--- src/rtl/go_back_n_sender_window_top_defines.svh ---
// Assertion macros for the Go-Back-N sender window block.
// Used by go_back_n_sender_window_top; needs aclk and aresetn in scope.
`ifndef GO_BACK_N_SENDER_WINDOW_TOP_DEFINES_SVH
`define GO_BACK_N_SENDER_WINDOW_TOP_DEFINES_SVH

`ifndef NO_ASSERTIONS

// same-cycle implication
`define GBN_ASSERT_IMP(label, ante, cons, msg) \
    label: assert property (@(posedge aclk) disable iff (!aresetn) (ante) |-> (cons)) \
        else $error(msg);

// next-cycle implication
`define GBN_ASSERT_NXT(label, ante, cons, msg) \
    label: assert property (@(posedge aclk) disable iff (!aresetn) (ante) |=> (cons)) \
        else $error(msg);

`else

`define GBN_ASSERT_IMP(label, ante, cons, msg)
`define GBN_ASSERT_NXT(label, ante, cons, msg)

`endif

`endif

--- src/rtl/gbn_pkg.sv ---
// Shared types and constants for the Go-Back-N sender window block.
// No dependencies; imported by every module of the block.
package gbn_pkg;

    localparam int SEQ_BITS_DEF   = 16;
    localparam int WINDOW_MAX_DEF = 64;
    localparam int QUEUE_DEPTH    = 2;

    localparam int WIN_W   = 7;
    localparam int RETRY_W = 4;
    localparam int KIND_W  = 2;
    localparam int CFG_IDX_W = 1;
    localparam int CFG_DATA_W = 7;

    localparam logic [WIN_W-1:0]   WINDOW_RESET = 7'd8;
    localparam logic [RETRY_W-1:0] RETRY_RESET  = 4'd5;
    localparam logic [RETRY_W-1:0] RETRY_SAT    = 4'd15;

    localparam logic [KIND_W-1:0] KIND_OFFER   = 2'd0;
    localparam logic [KIND_W-1:0] KIND_ACK     = 2'd1;
    localparam logic [KIND_W-1:0] KIND_TIMEOUT = 2'd2;
    localparam logic [KIND_W-1:0] KIND_NONE    = 2'd3;

    localparam logic [CFG_IDX_W-1:0] CFG_WINDOW_SIZE = 1'd0;
    localparam logic [CFG_IDX_W-1:0] CFG_RETRY_LIMIT = 1'd1;

    typedef enum logic [1:0] {
        OP_OFFER,
        OP_ACK,
        OP_TIMEOUT
    } op_t;

    typedef enum logic [2:0] {
        ACT_SEND,
        ACT_REFUSED,
        ACT_ACKED,
        ACT_DONE,
        ACT_RETX,
        ACT_ABORT,
        ACT_EMPTY,
        ACT_HALTED
    } act_t;

    typedef enum logic {
        BK_IDLE,
        BK_RETX
    } bk_state_t;

    typedef struct packed {
        op_t  op;
        logic fin;
    } cmd_ctl_t;

    typedef struct packed {
        act_t action;
        logic last;
    } res_ctl_t;

    typedef struct packed {
        logic [WIN_W-1:0]   window_size;
        logic [RETRY_W-1:0] retry_limit;
    } cfg_t;

endpackage

--- src/rtl/gbn_front.sv ---
// Front end: takes input beats, drops unknown kinds, decodes the rest
// into commands held in one register stage. Depends on gbn_pkg.
module gbn_front #(
    parameter int SEQ_BITS = gbn_pkg::SEQ_BITS_DEF
) (
    input  logic                       aclk,
    input  logic                       aresetn,
    input  logic                       in_valid,
    output logic                       in_ready,
    input  logic [gbn_pkg::KIND_W-1:0] in_kind,
    input  logic [SEQ_BITS-1:0]        in_ack,
    input  logic                       in_fin,
    output logic                       cmd_valid,
    input  logic                       cmd_ready,
    output gbn_pkg::cmd_ctl_t          cmd_ctl,
    output logic [SEQ_BITS-1:0]        cmd_ack
);
    import gbn_pkg::*;

    logic              hold_valid_reg, hold_valid_next;
    cmd_ctl_t          hold_ctl_reg, hold_ctl_next;
    logic [SEQ_BITS-1:0] hold_ack_reg;
    logic              accept;

    assign in_ready = !hold_valid_reg || cmd_ready;
    assign accept   = in_valid && in_ready;

    always_comb begin
        hold_valid_next = (hold_valid_reg && !cmd_ready) || (accept && in_kind != KIND_NONE);
        hold_ctl_next.fin = in_fin && (in_kind == KIND_ACK);
        unique case (in_kind)
            KIND_OFFER: hold_ctl_next.op = OP_OFFER;
            KIND_ACK:   hold_ctl_next.op = OP_ACK;
            default:    hold_ctl_next.op = OP_TIMEOUT;
        endcase
    end

    always_ff @(posedge aclk) begin
        if (!aresetn) begin
            hold_valid_reg <= 1'b0;
        end else begin
            hold_valid_reg <= hold_valid_next;
        end
    end

    always_ff @(posedge aclk) begin
        if (accept) begin
            hold_ctl_reg <= hold_ctl_next;
            hold_ack_reg <= in_ack;
        end
    end

    assign cmd_valid = hold_valid_reg;
    assign cmd_ctl   = hold_ctl_reg;
    assign cmd_ack   = hold_ack_reg;

endmodule

--- src/rtl/gbn_queue.sv ---
// Short command queue between front and back end.
// Depends on gbn_pkg (command type, depth).
module gbn_queue #(
    parameter int SEQ_BITS = gbn_pkg::SEQ_BITS_DEF
) (
    input  logic                aclk,
    input  logic                aresetn,
    input  logic                push_valid,
    output logic                push_ready,
    input  gbn_pkg::cmd_ctl_t   push_ctl,
    input  logic [SEQ_BITS-1:0] push_ack,
    output logic                pop_valid,
    input  logic                pop_ready,
    output gbn_pkg::cmd_ctl_t   pop_ctl,
    output logic [SEQ_BITS-1:0] pop_ack
);
    import gbn_pkg::*;

    localparam int PTR_W = (QUEUE_DEPTH > 1) ? $clog2(QUEUE_DEPTH) : 1;
    localparam int CNT_W = $clog2(QUEUE_DEPTH + 1);

    cmd_ctl_t            ctl_mem [QUEUE_DEPTH];
    logic [SEQ_BITS-1:0] ack_mem [QUEUE_DEPTH];

    logic [PTR_W-1:0] wr_ptr_reg, wr_ptr_next;
    logic [PTR_W-1:0] rd_ptr_reg, rd_ptr_next;
    logic [CNT_W-1:0] count_reg, count_next;
    logic             do_push, do_pop;

    assign push_ready = count_reg != CNT_W'(QUEUE_DEPTH);
    assign pop_valid  = count_reg != '0;
    assign do_push    = push_valid && push_ready;
    assign do_pop     = pop_valid && pop_ready;

    always_comb begin
        wr_ptr_next = wr_ptr_reg;
        rd_ptr_next = rd_ptr_reg;
        count_next  = count_reg;
        if (do_push) begin
            wr_ptr_next = (wr_ptr_reg == PTR_W'(QUEUE_DEPTH - 1)) ? '0 : wr_ptr_reg + 1'b1;
        end
        if (do_pop) begin
            rd_ptr_next = (rd_ptr_reg == PTR_W'(QUEUE_DEPTH - 1)) ? '0 : rd_ptr_reg + 1'b1;
        end
        if (do_push && !do_pop) begin
            count_next = count_reg + 1'b1;
        end else if (do_pop && !do_push) begin
            count_next = count_reg - 1'b1;
        end
    end

    always_ff @(posedge aclk) begin
        if (!aresetn) begin
            wr_ptr_reg <= '0;
            rd_ptr_reg <= '0;
            count_reg  <= '0;
        end else begin
            wr_ptr_reg <= wr_ptr_next;
            rd_ptr_reg <= rd_ptr_next;
            count_reg  <= count_next;
        end
    end

    always_ff @(posedge aclk) begin
        if (do_push) begin
            ctl_mem[wr_ptr_reg] <= push_ctl;
            ack_mem[wr_ptr_reg] <= push_ack;
        end
    end

    assign pop_ctl = ctl_mem[rd_ptr_reg];
    assign pop_ack = ack_mem[rd_ptr_reg];

endmodule

--- src/rtl/gbn_back.sv ---
// Back end: window state, command execution, retransmit sequencer and
// the result output register. Depends on gbn_pkg.
module gbn_back #(
    parameter int SEQ_BITS   = gbn_pkg::SEQ_BITS_DEF,
    parameter int WINDOW_MAX = gbn_pkg::WINDOW_MAX_DEF
) (
    input  logic                aclk,
    input  logic                aresetn,
    input  gbn_pkg::cfg_t       cfg,
    input  logic                cmd_valid,
    output logic                cmd_ready,
    input  gbn_pkg::cmd_ctl_t   cmd_ctl,
    input  logic [SEQ_BITS-1:0] cmd_ack,
    output logic                res_valid,
    input  logic                res_ready,
    output gbn_pkg::res_ctl_t   res_ctl,
    output logic [SEQ_BITS-1:0] res_seq,
    output logic [SEQ_BITS-1:0] res_base,
    output logic [SEQ_BITS-1:0] res_next
);
    import gbn_pkg::*;

    localparam int CNT_W = $clog2(WINDOW_MAX + 1);

    bk_state_t           state_reg, state_next;
    logic [SEQ_BITS-1:0] base_reg, base_next;
    logic [SEQ_BITS-1:0] next_reg, next_next;
    logic [SEQ_BITS-1:0] prior_reg, prior_next;
    logic [RETRY_W-1:0]  retry_reg, retry_next;
    logic                halted_reg, halted_next;
    logic [SEQ_BITS-1:0] retx_seq_reg, retx_seq_next;
    logic [CNT_W-1:0]    retx_left_reg, retx_left_next;

    logic                m_valid_reg, m_valid_next;
    res_ctl_t            m_ctl_reg, m_ctl_next;
    logic [SEQ_BITS-1:0] m_seq_reg, m_seq_next;
    logic [SEQ_BITS-1:0] m_base_reg, m_base_next;
    logic [SEQ_BITS-1:0] m_next_reg, m_next_next;

    logic                out_free;
    logic [SEQ_BITS-1:0] outstanding;
    logic [WIN_W-1:0]    eff_window;
    logic [RETRY_W-1:0]  retry_inc;
    logic [CNT_W-1:0]    retx_count;
    logic                emit;
    res_ctl_t            emit_ctl;
    logic [SEQ_BITS-1:0] emit_seq;

    assign out_free    = !m_valid_reg || res_ready;
    assign outstanding = next_reg - base_reg;
    assign retry_inc   = (retry_reg == RETRY_SAT) ? retry_reg : retry_reg + 1'b1;

    always_comb begin
        if (cfg.window_size == '0) begin
            eff_window = WIN_W'(1);
        end else if (cfg.window_size > WIN_W'(WINDOW_MAX)) begin
            eff_window = WIN_W'(WINDOW_MAX);
        end else begin
            eff_window = cfg.window_size;
        end
        if (outstanding > SEQ_BITS'(WINDOW_MAX)) begin
            retx_count = CNT_W'(WINDOW_MAX);
        end else begin
            retx_count = outstanding[CNT_W-1:0];
        end
    end

    always_comb begin
        state_next     = state_reg;
        base_next      = base_reg;
        next_next      = next_reg;
        prior_next     = prior_reg;
        retry_next     = retry_reg;
        halted_next    = halted_reg;
        retx_seq_next  = retx_seq_reg;
        retx_left_next = retx_left_reg;
        cmd_ready      = 1'b0;
        emit           = 1'b0;
        emit_ctl       = '{action: ACT_HALTED, last: 1'b1};
        emit_seq       = '0;

        unique case (state_reg)
            BK_IDLE: begin
                cmd_ready = out_free;
                if (cmd_valid && out_free) begin
                    emit = 1'b1;
                    if (halted_reg) begin
                        emit_ctl.action = ACT_HALTED;
                    end else begin
                        unique case (cmd_ctl.op)
                            OP_OFFER: begin
                                if (outstanding >= SEQ_BITS'(eff_window) || next_reg == '1) begin
                                    emit_ctl.action = ACT_REFUSED;
                                end else begin
                                    emit_ctl.action = ACT_SEND;
                                    emit_seq        = next_reg;
                                    next_next       = next_reg + 1'b1;
                                end
                            end
                            OP_ACK: begin
                                if (cmd_ctl.fin) begin
                                    halted_next     = 1'b1;
                                    emit_ctl.action = ACT_DONE;
                                end else begin
                                    if (cmd_ack >= base_reg && cmd_ack < next_reg) begin
                                        base_next = cmd_ack + 1'b1;
                                    end
                                    emit_ctl.action = ACT_ACKED;
                                end
                            end
                            OP_TIMEOUT: begin
                                if (base_reg == next_reg) begin
                                    emit_ctl.action = ACT_EMPTY;
                                end else if (base_reg == prior_reg && retry_inc >= cfg.retry_limit) begin
                                    retry_next      = retry_inc;
                                    halted_next     = 1'b1;
                                    emit_ctl.action = ACT_ABORT;
                                end else begin
                                    // start a retransmit run from base
                                    retry_next     = (base_reg == prior_reg) ? retry_inc : '0;
                                    prior_next     = base_reg;
                                    retx_seq_next  = base_reg;
                                    retx_left_next = retx_count;
                                    state_next     = BK_RETX;
                                    emit           = 1'b0;
                                end
                            end
                            default: begin
                                emit = 1'b0;
                            end
                        endcase
                    end
                end
            end
            BK_RETX: begin
                if (out_free) begin
                    emit            = 1'b1;
                    emit_ctl.action = ACT_RETX;
                    emit_ctl.last   = (retx_left_reg == CNT_W'(1));
                    emit_seq        = retx_seq_reg;
                    retx_seq_next   = retx_seq_reg + 1'b1;
                    retx_left_next  = retx_left_reg - 1'b1;
                    if (retx_left_reg == CNT_W'(1)) begin
                        state_next = BK_IDLE;
                    end
                end
            end
            default: begin
                state_next = BK_IDLE;
            end
        endcase

        m_valid_next = m_valid_reg && !res_ready;
        m_ctl_next   = m_ctl_reg;
        m_seq_next   = m_seq_reg;
        m_base_next  = m_base_reg;
        m_next_next  = m_next_reg;
        if (emit) begin
            m_valid_next = 1'b1;
            m_ctl_next   = emit_ctl;
            m_seq_next   = emit_seq;
            m_base_next  = base_next;
            m_next_next  = next_next;
        end
    end

    always_ff @(posedge aclk) begin
        if (!aresetn) begin
            state_reg   <= BK_IDLE;
            base_reg    <= '0;
            next_reg    <= '0;
            prior_reg   <= '0;
            retry_reg   <= '0;
            halted_reg  <= 1'b0;
            m_valid_reg <= 1'b0;
        end else begin
            state_reg   <= state_next;
            base_reg    <= base_next;
            next_reg    <= next_next;
            prior_reg   <= prior_next;
            retry_reg   <= retry_next;
            halted_reg  <= halted_next;
            m_valid_reg <= m_valid_next;
        end
    end

    always_ff @(posedge aclk) begin
        retx_seq_reg  <= retx_seq_next;
        retx_left_reg <= retx_left_next;
        m_ctl_reg     <= m_ctl_next;
        m_seq_reg     <= m_seq_next;
        m_base_reg    <= m_base_next;
        m_next_reg    <= m_next_next;
    end

    assign res_valid = m_valid_reg;
    assign res_ctl   = m_ctl_reg;
    assign res_seq   = m_seq_reg;
    assign res_base  = m_base_reg;
    assign res_next  = m_next_reg;

endmodule

--- src/rtl/go_back_n_sender_window_top.sv ---
// Go-Back-N sender window, top level: ports, configuration registers,
// front/queue/back wiring. Depends on gbn_pkg, gbn_front, gbn_queue, gbn_back.
//
// Each input beat is one event: an offer, an acknowledgment or a timeout
// (s_tuser), and each known kind yields one or more result beats on the m_
// side. Offers and acks give one result each; the back end takes one command
// per cycle while the output register drains and no retransmit run is under
// way, and a result passes the front register, the queue and the back-end
// output register before it is presented on m_tvalid. A timeout with
// N = min(next - base, WINDOW_MAX) numbers outstanding gives N retransmit
// beats and holds the back-end sequencer in its retransmit state until the
// last is out; that sequencer sets the rate under timeouts. A two-deep command
// queue separates the input side from the sequencer. Unknown kind codes are
// taken and dropped silently. After a final ack or an abort every event
// answers "halted" until reset. Configuration writes are taken at any time
// but are meant for an idle block; there is no clearing pass after reset.
`include "go_back_n_sender_window_top_defines.svh"

module go_back_n_sender_window_top #(
    parameter int SEQ_BITS   = gbn_pkg::SEQ_BITS_DEF,
    parameter int WINDOW_MAX = gbn_pkg::WINDOW_MAX_DEF,
    localparam int IN_W  = 8 * ((SEQ_BITS + 1 + 7) / 8),
    localparam int OUT_W = 8 * ((3 + 3 * SEQ_BITS + 7) / 8)
) (
    input  logic                           aclk,
    input  logic                           aresetn,
    // event input
    input  logic                           s_tvalid,
    output logic                           s_tready,
    input  logic [IN_W-1:0]                s_tdata,  // ack_seq, ack_final, zero pad
    input  logic [gbn_pkg::KIND_W-1:0]     s_tuser,  // kind
    // results
    output logic                           m_tvalid,
    input  logic                           m_tready,
    output logic [OUT_W-1:0]               m_tdata,  // action, seq, window_base,
                                                     // window_next, zero pad
    output logic                           m_tlast,  // last result of the event
    // configuration writes
    input  logic                           cfg_valid,
    output logic                           cfg_ready,
    input  logic [gbn_pkg::CFG_IDX_W-1:0]  cfg_index,
    input  logic [gbn_pkg::CFG_DATA_W-1:0] cfg_data
);
    import gbn_pkg::*;

    localparam int PAD_W = OUT_W - (3 + 3 * SEQ_BITS);

    // configuration registers
    logic [WIN_W-1:0]   window_size_reg, window_size_next;
    logic [RETRY_W-1:0] retry_limit_reg, retry_limit_next;
    cfg_t               cfg;

    assign cfg_ready = 1'b1;

    always_comb begin
        window_size_next = window_size_reg;
        retry_limit_next = retry_limit_reg;
        if (cfg_valid) begin
            unique case (cfg_index)
                CFG_WINDOW_SIZE: window_size_next = cfg_data[WIN_W-1:0];
                CFG_RETRY_LIMIT: retry_limit_next = cfg_data[RETRY_W-1:0];
                default: ;
            endcase
        end
    end

    always_ff @(posedge aclk) begin
        if (!aresetn) begin
            window_size_reg <= WINDOW_RESET;
            retry_limit_reg <= RETRY_RESET;
        end else begin
            window_size_reg <= window_size_next;
            retry_limit_reg <= retry_limit_next;
        end
    end

    assign cfg.window_size = window_size_reg;
    assign cfg.retry_limit = retry_limit_reg;

    // front end -> queue
    logic                fr_valid, fr_ready;
    cmd_ctl_t            fr_ctl;
    logic [SEQ_BITS-1:0] fr_ack;

    gbn_front #(.SEQ_BITS(SEQ_BITS)) u_front (
        .aclk      (aclk),
        .aresetn   (aresetn),
        .in_valid  (s_tvalid),
        .in_ready  (s_tready),
        .in_kind   (s_tuser),
        .in_ack    (s_tdata[SEQ_BITS-1:0]),
        .in_fin    (s_tdata[SEQ_BITS]),
        .cmd_valid (fr_valid),
        .cmd_ready (fr_ready),
        .cmd_ctl   (fr_ctl),
        .cmd_ack   (fr_ack)
    );

    // queue -> back end
    logic                q_valid, q_ready;
    cmd_ctl_t            q_ctl;
    logic [SEQ_BITS-1:0] q_ack;

    gbn_queue #(.SEQ_BITS(SEQ_BITS)) u_queue (
        .aclk       (aclk),
        .aresetn    (aresetn),
        .push_valid (fr_valid),
        .push_ready (fr_ready),
        .push_ctl   (fr_ctl),
        .push_ack   (fr_ack),
        .pop_valid  (q_valid),
        .pop_ready  (q_ready),
        .pop_ctl    (q_ctl),
        .pop_ack    (q_ack)
    );

    // back end results
    res_ctl_t            out_ctl;
    logic [SEQ_BITS-1:0] out_seq, out_base, out_next;

    gbn_back #(.SEQ_BITS(SEQ_BITS), .WINDOW_MAX(WINDOW_MAX)) u_back (
        .aclk      (aclk),
        .aresetn   (aresetn),
        .cfg       (cfg),
        .cmd_valid (q_valid),
        .cmd_ready (q_ready),
        .cmd_ctl   (q_ctl),
        .cmd_ack   (q_ack),
        .res_valid (m_tvalid),
        .res_ready (m_tready),
        .res_ctl   (out_ctl),
        .res_seq   (out_seq),
        .res_base  (out_base),
        .res_next  (out_next)
    );

    assign m_tdata = {{PAD_W{1'b0}}, out_next, out_base, out_seq, out_ctl.action};
    assign m_tlast = out_ctl.last;

    // base never passes next
    `GBN_ASSERT_IMP(a_base_le_next, m_tvalid, out_base <= out_next, "base beyond next")
    // retransmitted numbers lie inside the window
    `GBN_ASSERT_IMP(a_retx_in_window, m_tvalid && out_ctl.action == ACT_RETX,
                    out_seq >= out_base && out_seq < out_next, "retransmit outside window")
    // everything except a retransmit run is a single-beat answer
    `GBN_ASSERT_IMP(a_single_last, m_tvalid && out_ctl.action != ACT_RETX,
                    out_ctl.last, "single result without last")
    // a retransmit run continues without a gap
    `GBN_ASSERT_NXT(a_retx_no_gap,
                    m_tvalid && m_tready && out_ctl.action == ACT_RETX && !out_ctl.last,
                    m_tvalid && out_ctl.action == ACT_RETX, "gap in retransmit run")

endmodule
--- config.mk ---
export PLATFORM = sky130hd
export DESIGN_NAME = go_back_n_sender_window_top
export DESIGN_NICKNAME = d
export VERILOG_FILES = /design/src/rtl/gbn_pkg.sv /design/src/rtl/gbn_front.sv /design/src/rtl/gbn_queue.sv /design/src/rtl/gbn_back.sv /design/src/rtl/go_back_n_sender_window_top.sv
export VERILOG_INCLUDE_DIRS = /design/src /design/src/rtl
export SDC_FILE = /design/constraint.sdc
export NUM_CORES = 1
export LEC_CHECK = 0
export BUFFER_PORTS_ARGS = -buffer_cell sky130_fd_sc_hd__buf_4
export CORE_ASPECT_RATIO = 0.6
export CORE_MARGIN = 2
export CORE_UTILIZATION = 65
export CTS_CLUSTER_DIAMETER = 200
export CTS_CLUSTER_SIZE = 14
export DETAILED_ROUTE_END_ITERATION = 10
export PLACE_DENSITY = 0.86
export SLEW_MARGIN = 20
export SYNTH_ARGS = -nofsm -noshare
export SYNTH_HDL_FRONTEND = slang
export SYNTH_SLANG_ARGS = --single-unit
--- constraint.sdc ---
create_clock -name aclk -period 16.85 [get_ports aclk]
set_input_delay 0.8425 -clock aclk [delete_from_list [all_inputs] [get_ports aclk]]
set_output_delay 0.8425 -clock aclk [all_outputs]
set_load 0.01 [all_outputs]
==> results.ini <==
[power_and_ir_drop]
power_density_nw_per_um2 = 122
vdd_drop_max_uv = 95.1
p_leak_nw = 4.80

[global_route]
grt_pass1_wl_mm = 39.5
grt_usage = 0.293
met1_usage = 0.423
grt_busiest_layer = met2
grt_pass1_vias = 7435
overflow = 0
grt_start_max_net_pins = 48
met2_usage = 0.450
antenna_found_initial = 0
grt_util_met3 = 0.0715

[routing]
wl_per_cell_um = 19.3
drt_iter0_markers = 876
ant_nets = 0
dr_total_vias = 8025
firstDrtPassIters = 5
vias_per_cell = 6.06
drcViolationCount = 0
drt-total-wl_mm = 25.6

[sta]
rsz0062_at_grt = false
clock.fmax_mhz = 198
final.setup.tns_ns = 0
hold_ws_ns = 0.444
finalHoldViolations = 0
layout_setup_ws_ns = 11.79
period_share = 0.300
finalClockSkew_ns = 0.0157
finalSetupViolCount = 0
tightest_slew_ns = 1.02
slew_viol_final = 0
min_period_ns = 5.06
slew_headroom = 0.316

[floorplan]
io_pins = 99
rows = 36
die_area_um2 = 17500
core_um2 = 16200
die_height_um = 103
fp.dieW_um = 170
initial_core_util = 0.662

[clock_tree]
clock_tree.buffer_depth = 3
cts.clk_slew.worst_paths_ns = 0.07
ctsHtreeMaxLevel = 1
postCtsHoldBufs = 0
insertion_delay_ns = 0.49
ctsResizeCount = 0
numCtsBuffers = 18
cts_tree = built
cts-root-buf = clkbuf_16
post_cts_buffers = 0
cts.sinks = 204

[status]
status = finished, final reports clean

[finish]
top_register = u_queue.ack_mem
area.growth.synth_to_final_pct = 12.5
fin_nets = 1214
fillCellCount = 1097
final_layout_size_suffix_gt1_frac = 0.134
diodes = 0
largest_reg_flops = 32

[logic_synthesis]
synthCells = 1030
synth_top_cell_area_share = 0.370
yosys-top-cells-count = edfxtp_1, nand2_1, nor2_1, a21oi_1, dfxtp_1
netlist-cell-type-count = 68
yosysMostFrequentCell = edfxtp_1
async_reset_ff_frac = 0
synth_area_um2 = 10700
yosysWarnings = 0
ys_seq_elements = 204
synth_top_area_cell = edfxtp_1
synth_edf_count = 132
ys_top_cells_by_area = edfxtp_1, dfxtp_1, ha_1
syn_area_per_cell_um2 = 10.4
synth_seq_area_share = 0.505
ys.flop_type = edfxtp_1

[min_path]
hold_path.class = reg2reg

[setup_path]
cp-start-kind = register
crit_slowest_cell = nor2_1
crit_type = reg2reg
cp_max_fo = 11
r2r_slack_ns = 11.79
cp_top_family = simple AND/OR/NAND/NOR gates
crit_buf_inv = 2
path_cells = inv_1 > ha_1 > inv_1 > fa_1 > a21oi_1 > o2bb2ai_2 > nor2_1 > xnor2_1 > ha_1 > a21o_1 > a41o_1 > nor3_1 > nand4_1 > nor2_1 > nand4_1 > xnor2_1
slowest_delay_ns = 0.65
end_kind = register
cp.arrival_ns = 5.29
crit_required_ns = 17.08

[place]
pre_cts_ws_ns = 12.01
numPortBuffers = 85
place.gp.congestion = 0.958
dp_hpwl_mm = 19.0

[run]
drv_cap = 0

final timing paths:
check                          start               endpoint  cells past startpoint
setup / recovery  u_back.next_reg[0]    u_back.res_next[15]                     16
hold / removal    u_front.cmd_ack[9]  u_queue.ack_mem[1][9]                      0
setup reg to reg  u_back.next_reg[0]    u_back.res_next[15]                     16
hold reg to reg   u_front.cmd_ack[9]  u_queue.ack_mem[1][9]                      0
metal layers:
layer / share of wire / wire [um] / vias up
met2: 0.42 / 10800 / 422
met3: 0.11 / 2830 / 42
li1: - / - / 3806
met5: 0 / 0 / -
met4: 0.016 / 411 / 0
met1: 0.45 / 11600 / 3755
cell type report:
| class | instances | area (um2) | area share |
|---|---|---|---|
| Clock buffer | 30 | 517 | 0.0429 |
| Clock inverter | 1 | 8.76 | 0.000728 |
| Inverter | 59 | 221 | 0.0184 |
| Multi-Input combinational cell | 731 | 4940 | 0.410 |
| Sequential cell | 204 | 5410 | 0.449 |
| Tap cell | 209 | 262 | 0.0217 |
| Timing Repair Buffer | 91 | 683 | 0.0568 |
report_power, final:
group / switching (mW) / internal, mW / total (mW) / leakage [nW]
Combinational: 0.257 / 0.175 / 0.432 / 2.73
Clock: 0.178 / 0.210 / 0.388 / 0.251
Sequential: 0.0299 / 0.619 / 0.648 / 1.82
worst register-to-register path, stage by stage, from the launching register on:
cell	delay (ns)
dfxtp_1	0.61
inv_1	0.09
ha_1	0.22
inv_1	0.07
fa_1	0.20
a21oi_1	0.12
o2bb2ai_2	0.25
nor2_1	0.08
xnor2_1	0.45
ha_1	0.35
a21o_1	0.20
a41o_1	0.26
nor3_1	0.45
nand4_1	0.27
nor2_1	0.65
nand4_1	0.31
xnor2_1	0.22
cells in the final DEF (no fill, tap or decap), drive strengths merged, types with 11 or more instances in the layout:
cell	instances
edfxtp	132
nand2	111
buf	91
nor2	87
a21oi	73
dfxtp	72
ha	69
inv	59
o21ai	40
xnor2	39
xor2	38
mux2i	31
clkbuf	30
nand3	29
and2	26
nor3	22
nand4	20
mux2	19
a21o	14
and3	11
per-stage QoR:
stage | power (mW) | utilization | std cells | area (um2)
2_1_floorplan | 0.924 | - | 1034 | 10700
3_3_place_gp | 1.06 | 0.711 | 1294 | 11500
3_5_place_dp | 1.08 | 0.712 | 1294 | 11500
4_1_cts | 1.46 | 0.744 | 1325 | 12000
5_1_grt | 1.53 | 0.744 | 1325 | 12000
6_report | 1.47 | 0.744 | 1325 | 12000
cell families after synthesis:
group / count (synthesis) / synth area share
flops: 204 / 0.505
compound gates: 165 / 0.0951
simple gates: 363 / 0.167
fa+ha+maj: 70 / 0.0825
mux: 50 / 0.0490
buf+inv: 99 / 0.0376
other cells: 2 / 0.000702
xor+xnor: 77 / 0.0630
(Power assumes the default switching activity.)
